`config.mk`:
```
export PLATFORM = sky130hd
export DESIGN_NAME = lzfbd_ctrl
export DESIGN_NICKNAME = d
export VERILOG_FILES = /design/src/sv/lzfbd_pkg.sv /design/src/sv/lzfbd_ctrl.sv
export SDC_FILE = /design/constraint.sdc
export NUM_CORES = 1
export LEC_CHECK = 0
export BUFFER_PORTS_ARGS = -buffer_cell sky130_fd_sc_hd__buf_2
export CAP_MARGIN = 15
export CORE_MARGIN = 8
export CORE_UTILIZATION = 28
export DETAILED_ROUTE_END_ITERATION = 6
export PLACE_DENSITY = 0.64
export SLEW_MARGIN = 25
export SYNTH_ARGS = -nofsm -noshare
export SYNTH_HDL_FRONTEND = slang
export SYNTH_SLANG_ARGS = --single-unit
export TNS_END_PERCENT = 10
```
`constraint.sdc`:
```
create_clock -name clock -period 4.7 [get_ports clock]
set_input_delay 0.94 -clock clock [delete_from_list [all_inputs] [get_ports clock]]
set_output_delay 0.94 -clock clock [all_outputs]
set_load 0.01 [all_outputs]
```
`src/sv/lzfbd_pkg.sv`:
```
// Shared types and constants for the LZSS flag-byte decompressor.
package lzfbd_pkg;

   localparam int unsigned DIST_BITS = 12;
   localparam logic [15:0] DIST_MASK = 16'h0FFF;
   localparam logic [7:0] LEN_BIAS = 8'd3;
   localparam logic [2:0] LAST_FLAG = 3'd7;
   localparam logic [3:0] ESC_NIBBLE = 4'hF;
   localparam logic [2:0] PACK_LAST_SLOT = 3'd3;

   typedef struct packed {
      logic [7:0] code_byte;
      logic       final_byte;
   } req_type;

   typedef struct packed {
      logic [7:0] out_byte0;
      logic [7:0] out_byte1;
      logic [7:0] out_byte2;
      logic [7:0] out_byte3;
      logic [2:0] byte_count;
      logic       run_end;
   } rsp_type;

   typedef struct packed {
      logic accept;
      logic load_flags;
      logic load_low;
      logic load_hi;
      logic load_len;
      logic zero_remain;
      logic lit_put;
      logic rd_issue;
      logic wr_put;
      logic emit;
   } cmd_type;

   typedef struct packed {
      logic [7:0] flag_bits;
      logic       escape;
      logic       len_zero;
      logic       fin;
      logic [2:0] pack_count;
      logic       remain_one;
      logic       remain_zero;
      logic       out_free;
   } stat_type;

endpackage

```
`src/sv/lzfbd_ctrl.sv`:
```
// Controller: stream parser and the sequencer for literal, copy and emit steps.
module lzfbd_ctrl import lzfbd_pkg::*; (
   input  logic     clock,
   input  logic     reset,
   input  logic     req_valid,
   output logic     req_stall,
   input  stat_type stat,
   output cmd_type  cmd
);

   localparam logic [2:0] ST_IDLE = 3'd0;
   localparam logic [2:0] ST_LIT  = 3'd1;
   localparam logic [2:0] ST_RD   = 3'd2;
   localparam logic [2:0] ST_WR   = 3'd3;
   localparam logic [2:0] ST_EMIT = 3'd4;

   localparam logic [1:0] PH_FLAG  = 2'd0;
   localparam logic [1:0] PH_TOKEN = 2'd1;
   localparam logic [1:0] PH_HIGH  = 2'd2;
   localparam logic [1:0] PH_LEN   = 2'd3;

   logic [2:0] state_ff, state_in;
   logic [1:0] phase_ff, phase_in;
   logic [2:0] index_ff, index_in;
   logic [2:0] done_index;
   logic [1:0] done_phase;

   assign req_stall = reset || (state_ff != ST_IDLE);

   // Parser position once the current token is complete.
   always_comb begin
      if (index_ff == LAST_FLAG) begin
         done_index = 3'd0;
         done_phase = PH_FLAG;
      end else begin
         done_index = index_ff + 3'd1;
         done_phase = PH_TOKEN;
      end
   end

   always_comb begin
      cmd      = '0;
      state_in = state_ff;
      phase_in = phase_ff;
      index_in = index_ff;
      case (state_ff)
         ST_IDLE: begin
            if (req_valid) begin
               cmd.accept = 1'b1;
               case (phase_ff)
                  PH_FLAG: begin
                     cmd.load_flags = 1'b1;
                     index_in       = 3'd0;
                     phase_in       = PH_TOKEN;
                  end
                  PH_TOKEN: begin
                     if (!stat.flag_bits[index_ff]) begin
                        cmd.zero_remain = 1'b1;
                        state_in        = ST_LIT;
                        index_in        = done_index;
                        phase_in        = done_phase;
                     end else begin
                        cmd.load_low = 1'b1;
                        phase_in     = PH_HIGH;
                     end
                  end
                  PH_HIGH: begin
                     cmd.load_hi = 1'b1;
                     if (stat.escape) begin
                        phase_in = PH_LEN;
                     end else begin
                        state_in = ST_RD;
                        index_in = done_index;
                        phase_in = done_phase;
                     end
                  end
                  PH_LEN: begin
                     cmd.load_len = 1'b1;
                     index_in     = done_index;
                     phase_in     = done_phase;
                     if (!stat.len_zero) begin
                        state_in = ST_RD;
                     end
                  end
                  default: begin
                     phase_in = PH_FLAG;
                  end
               endcase
               // A final byte drops any unfinished token and restarts the parser.
               if (stat.fin) begin
                  phase_in = PH_FLAG;
                  index_in = 3'd0;
               end
            end
         end
         ST_LIT: begin
            cmd.lit_put = 1'b1;
            state_in    = ST_EMIT;
         end
         ST_RD: begin
            cmd.rd_issue = 1'b1;
            state_in     = ST_WR;
         end
         ST_WR: begin
            cmd.wr_put = 1'b1;
            if (stat.remain_one || stat.pack_count == PACK_LAST_SLOT) begin
               state_in = ST_EMIT;
            end else begin
               state_in = ST_RD;
            end
         end
         ST_EMIT: begin
            if (stat.out_free) begin
               cmd.emit = 1'b1;
               state_in = stat.remain_zero ? ST_IDLE : ST_RD;
            end
         end
         default: begin
            state_in = ST_IDLE;
         end
      endcase
   end

   always_ff @(posedge clock) begin
      if (reset) begin
         state_ff <= ST_IDLE;
         phase_ff <= PH_FLAG;
         index_ff <= 3'd0;
      end else begin
         state_ff <= state_in;
         phase_ff <= phase_in;
         index_ff <= index_in;
      end
   end

   a_emit_ends_idle: assert property (@(posedge clock) disable iff (reset)
      (cmd.emit && stat.remain_zero) |=> (state_ff == ST_IDLE))
      else $error("emit of last result did not return to idle");

   a_read_then_write: assert property (@(posedge clock) disable iff (reset)
      cmd.rd_issue |=> (state_ff == ST_WR))
      else $error("history read not followed by its write step");

endmodule

```
After elaboration in Yosys (flattened, before gate mapping) --
Index checks and enable logic that the tools add are counted.
Storage, ports and cells: output and inout port bits 11, bits in registers 8, input bits 20, logic and storage cells 65
Cells by class: muxes and demuxes 35, eq/ne operators 17, reduce and logical (&&, ||, !) cells 8, $add $sub $neg 1, magnitude comparators 1
Operators by type and width (number):
- 3-bit two-way mux | 10
- 3-bit != test, second input constant | 5
- 3-bit one-hot mux with 5 select lines | 1
- 1-bit two-way mux | 14
- 6-bit two-way mux | 2
- 3-bit one-hot mux with 4 select lines | 1
- 3-bit by 2-bit == test with 1-bit output, second input constant | 3
- 3-bit one-hot mux with 3 select lines | 1
- 2-bit two-way mux | 4
- 2-bit one-hot mux with 4 select lines | 1
- 3-bit == test, second input constant | 2
- 6-bit AND reduction | 1
- 2-bit == test, second input constant | 2
- 3-bit by 4-bit < comparator with 1-bit output, second input constant | 1
- 2-bit != test, second input constant | 2
- 4-bit by 1-bit != test with 1-bit output, second input constant | 1
- 4-bit AND reduction | 1
- 3-bit by 1-bit adder with 3-bit output, second input constant | 1
- 1-bit binary-select mux with 3-bit select | 1
- 3-bit by 1-bit == test with 1-bit output, second input constant | 1
- 3-bit logical NOT | 1
- 3-bit nonzero test | 1
- 2-bit by 1-bit == test with 1-bit output, second input constant | 1
- 2-bit logical NOT | 1
- 2 further kinds | 3

Longest topological paths before layout --
depth in word-level cells 6, gate-level depth with buffers 7, mapped depth without buffers 7

Least setup slack after synthesis --
No wires, ideal clock.
path kind input to output, from input port stat[14] (netlist name), to output port cmd[4] (netlist name), path slack 2.202 ns, arrival time 1.558 ns, stages 5, data required time 3.760 ns, path buffers 0, cell sequence mux2i_1 > a22oi_2 > nand2_1 > a31oi_1 > nor3_1
RTL lines:
- start, declared | line lzfbd_ctrl.sv:7 | input stat_type stat,
- end, declared | line lzfbd_ctrl.sv:8 | output cmd_type cmd

==> impl_results.md <==
* Distinct cells, synth at 36
* Number of I/O pins at 31
* Total Die Area at 4454 um^2
* Met2 Resource Use GR at 15.65%
* Number of nets in the final layout at 145
* Run status: finished clean
* Sink count of the clock tree at 8
* Leakage power of the design at 0.4147 nW
* Initial antenna violation count at 0
* Post-synthesis instance area at 720.7 um^2
* Quantity of hold-fixing buffers added after cts at 0
* Overall Power at 159.8 uW
* Largest net degree at the start of global routing at 12
* DR vias/cell at 5.212
* Total via count in the routed design at 761
* FMAX at 0.3698 GHz
* DRC errors left at 0
* Cell at the slowest stage of the critical path: sky130_fd_sc_hd__nor3_1
* Area growth from synthesis to layout at 23.78%
* Filler Cells Inserted at 252
* Maximum ir drop on the vdd rail at 0.1018 mV
* Mean instance size in the synthesized netlist at 8.190 um^2
* Number of rows in the core area at 18
* Worst slew margin relative to its limit at 74.21%
* Overall fraction of global-route tracks in use at 9.286%
* Slew at the pin closest to its max-slew limit at 377.2 ps
* Deepest level of the CTS H-tree at 1
* Met1 Use GR at 10.37%
* Internal power component at 114.8 uW
* Share of the cycle needed by the critical path after routing at 57.54%
* GPL Wtd Cong at 0.8398
* CP most frequent cell: sky130_fd_sc_hd__buf_2
* Total cell area at the placement stage at 869.6 um^2
* Horiz. Die Dim at 66.74 um
* Number of I/O port buffers at 30
* Signal arrival time at the worst endpoint at 1760 ps
* Most common library cell in the layout ignoring fill and taps: sky130_fd_sc_hd__buf_2
* Net Sw Power at 44.95 uW
* Fraction of power consumed by the clock network at 33.2%
* Area used by multi-input combinational logic at 495.5 um^2
* Core outline area at 2455 um^2
* Wirelength per Cell at 13.41 um
* Final instance area at 892.1 um^2
* CTS tree: yes
* Hold path endpoint: phase_ff[1]
* Post-synthesis net count at 115
* Iteration-0 DRC Markers at 22
* Final setup viols at 0
* Cell depth of the worst flop-to-flop path at 5
* Fin Setup TNS at 0 ps
* Ordered cell list for the critical path: buf_2, mux2i_1, a22oi_2, nand2_1, a31oi_1, nor3_1, buf_2
* Synthesized-area fraction occupied by ao, oa, aoi and oai cells at 20.49%
* Setup repair after global routing missed its margin: no
* Clock transition at the registers of the reported paths at 60 ps
* Die Ht at 66.74 um
* Share of total power in combinational logic at 21.9%
* Adder-cell share of the synthesized area at 12.15%
* Routed WL at 1958 um
* Total CTS buffers at 3
* Minimum hold slack at 594.2 ps
* Hold path startpoint: phase_ff[1]
* Global-route track usage on met3 at 1.510%
* Worst EP required at 3760 ps
* Worst slack, placed at 1996 ps
* First drt pass iteration count at 5
* Largest clock skew in the final design at 3.047 ps
* Max cap viols at 0
* Number of buffer and inverter instances along the worst setup path at 2
* First-pass GRT wire length at 3243 um
* Antenna cell count at 0
* Longest Clk Path Bufs at 2
* Maximum net fanout on the critical path at 2
* P per Cell Area at 179.1 nW/um^2
* Sw Share at 28.14%
* Vias in the first global route at 737
* Hold WC Path Type: reg -> reg
* Setup CP Type: in -> out
* Critical path launch point type: primary input
* Post-cts sizing count at 0
* Count of mapped cells out of synthesis at 88
* Dominant combinational cell family by area after synthesis: simple AND/OR/NAND/NOR gates
* Share of layout cells above drive strength 1 at 34.48%
* Cell family with the largest share of critical-path delay: buffers and inverters
* Commonest non-fill, non-tap cells in the layout: 30 x sky130_fd_sc_hd__buf_2, 8 x sky130_fd_sc_hd__nor2_1, 8 x sky130_fd_sc_hd__dfxtp_1, 7 x sky130_fd_sc_hd__inv_1, 7 x sky130_fd_sc_hd__ha_1
* Total count of hold-check failures in the final report at 0
* CP endpoint kind: output pin
* Worst reg2reg setup slack at 3000 ps
* Residual antenna-violating net count after detailed routing at 0
* Synth Area in Simple Gates at 30.56%
* Reg area at 160.2 um^2
* Final global-route overflow total at 0
* Clock insertion delay at the later pin of the skew report at 250 ps
* Max-slew violation total from the final report at 0
* Parity-gate share of the synthesized area counting xor and xnor cells at 0%
* Cell count along the critical path at 7
* Hold Crit Depth at 2
* Root buffer selected by CTS: sky130_fd_sc_hd__clkbuf_4
* Post-synthesis register bit count at 8
* Mux share of post-synthesis cell area at 5.556%
* Sequential cell fraction of total power at 44.9%
* Worst R2R End: phase_ff[1]
* Setup Fix Bufs, Post-CTS at 0
* Min setup slack post-route at 1996 ps
* Starting density of the core at 29.36%
* HPWL reported at the end of detailed placement at 1578 um
* Most Used Layer, Global Route: met2
* Final period demand of the worst path at 2704 ps
* Critical R2R Launch: index_ff[0]
* Number of synthesis warnings at 0
* Seq/Total Area, Yosys at 22.22%
* Slowest cell delay on critical path at 190 ps
==> registers in the layout (all words and copies together), names as in the netlist <==
name	flops
index_ff	3
phase_ff	2
state_ff	3
==> routing by layer <==
| layer | part of all wire, % | vias up |
|---|---|---|
| li1 | - | 387 |
| met1 | 40 | 352 |
| met2 | 54 | 17 |
| met3 | 3.5 | 5 |
| met4 | 2.3 | 0 |
| met5 | 0 | - |
==> worst min-delay path, stage by stage, from the launching register on <==
cell                      delay [ps]
sky130_fd_sc_hd__dfxtp_1         350
sky130_fd_sc_hd__a21oi_1         130
sky130_fd_sc_hd__a21oi_1          60
==> cell usage after synthesis <==
cell	count	area, um^2
sky130_fd_sc_hd__a2111oi_0	1	8.760
sky130_fd_sc_hd__a211oi_1	1	7.510
sky130_fd_sc_hd__a21oi_1	6	30.03
sky130_fd_sc_hd__a22o_1	3	26.28
sky130_fd_sc_hd__a22oi_2	1	12.51
sky130_fd_sc_hd__a31oi_1	3	18.77
sky130_fd_sc_hd__a41oi_1	1	8.760
sky130_fd_sc_hd__and3_1	1	6.260
sky130_fd_sc_hd__and3_2	4	30.03
sky130_fd_sc_hd__buf_2	1	5.000
sky130_fd_sc_hd__buf_4	1	7.510
sky130_fd_sc_hd__buf_6	2	22.52
sky130_fd_sc_hd__clkbuf_1	1	3.750
sky130_fd_sc_hd__dfxtp_1	8	160.2
sky130_fd_sc_hd__ha_1	7	87.58
sky130_fd_sc_hd__inv_1	7	26.28
sky130_fd_sc_hd__mux2i_1	4	40.04
sky130_fd_sc_hd__nand2_1	3	11.26
sky130_fd_sc_hd__nand2_2	1	6.260
sky130_fd_sc_hd__nand3_1	1	5.000
sky130_fd_sc_hd__nand3b_1	1	7.510
sky130_fd_sc_hd__nand4_1	1	6.260
sky130_fd_sc_hd__nor2_1	8	30.03
sky130_fd_sc_hd__nor2b_1	3	18.77
sky130_fd_sc_hd__nor3_1	1	5.000
sky130_fd_sc_hd__nor3_4	1	16.27
sky130_fd_sc_hd__nor3b_1	2	15.01
sky130_fd_sc_hd__nor4_1	5	31.28
sky130_fd_sc_hd__nor4b_1	1	8.760
sky130_fd_sc_hd__o21ai_0	1	5.000
sky130_fd_sc_hd__o21bai_1	1	7.510
sky130_fd_sc_hd__o22ai_1	1	6.260
sky130_fd_sc_hd__o31ai_1	1	7.510
sky130_fd_sc_hd__o32ai_1	1	8.760
sky130_fd_sc_hd__or2b_1	1	7.510
sky130_fd_sc_hd__or4_1	2	15.01
==> worst max-delay path by stage <==
stage,startpoint,end
3_3_place_gp,stat[14],cmd[7]
3_5_place_dp,stat[14],cmd[4]
2_1_floorplan,stat[14],cmd[4]
6_report,stat[14],cmd[4]
5_1_grt,stat[16],cmd[7]
4_1_cts,stat[14],cmd[4]
==> layout make-up <==
class	count	area share (%)
Clock buffer	3	2.525
Inverter	7	2.945
Multi-Input combinational cell	68	55.54
Sequential cell	8	17.95
Tap cell	30	4.208
Timing Repair Buffer	30	16.83
==> power groups by stage <==
stage,logic (mW),registers (mW),clock network (mW)
6_report,0.0349,0.0718,0.0531
5_1_grt,0.0395,0.0720,0.0609
4_1_cts,0.0352,0.0717,0.0546
3_5_place_dp,0.0352,0.0732,0
3_3_place_gp,0.0344,0.0730,0
2_1_floorplan,0.0227,0.0718,0
==> stage by stage <==
step | instances | utilization (%)
3_5_place_dp | 143 | 35.42
5_1_grt | 146 | 36.34
2_1_floorplan | 88 | -
6_report | 146 | 36.34
4_1_cts | 146 | 36.34
3_3_place_gp | 143 | 35.42
==> kinds of logic after synthesis <==
family	after synthesis
compound gates	21
buf+inv	12
mux	4
fa+ha+maj	7
simple gates	36
flops	8
(Power assumes the default switching activity.)
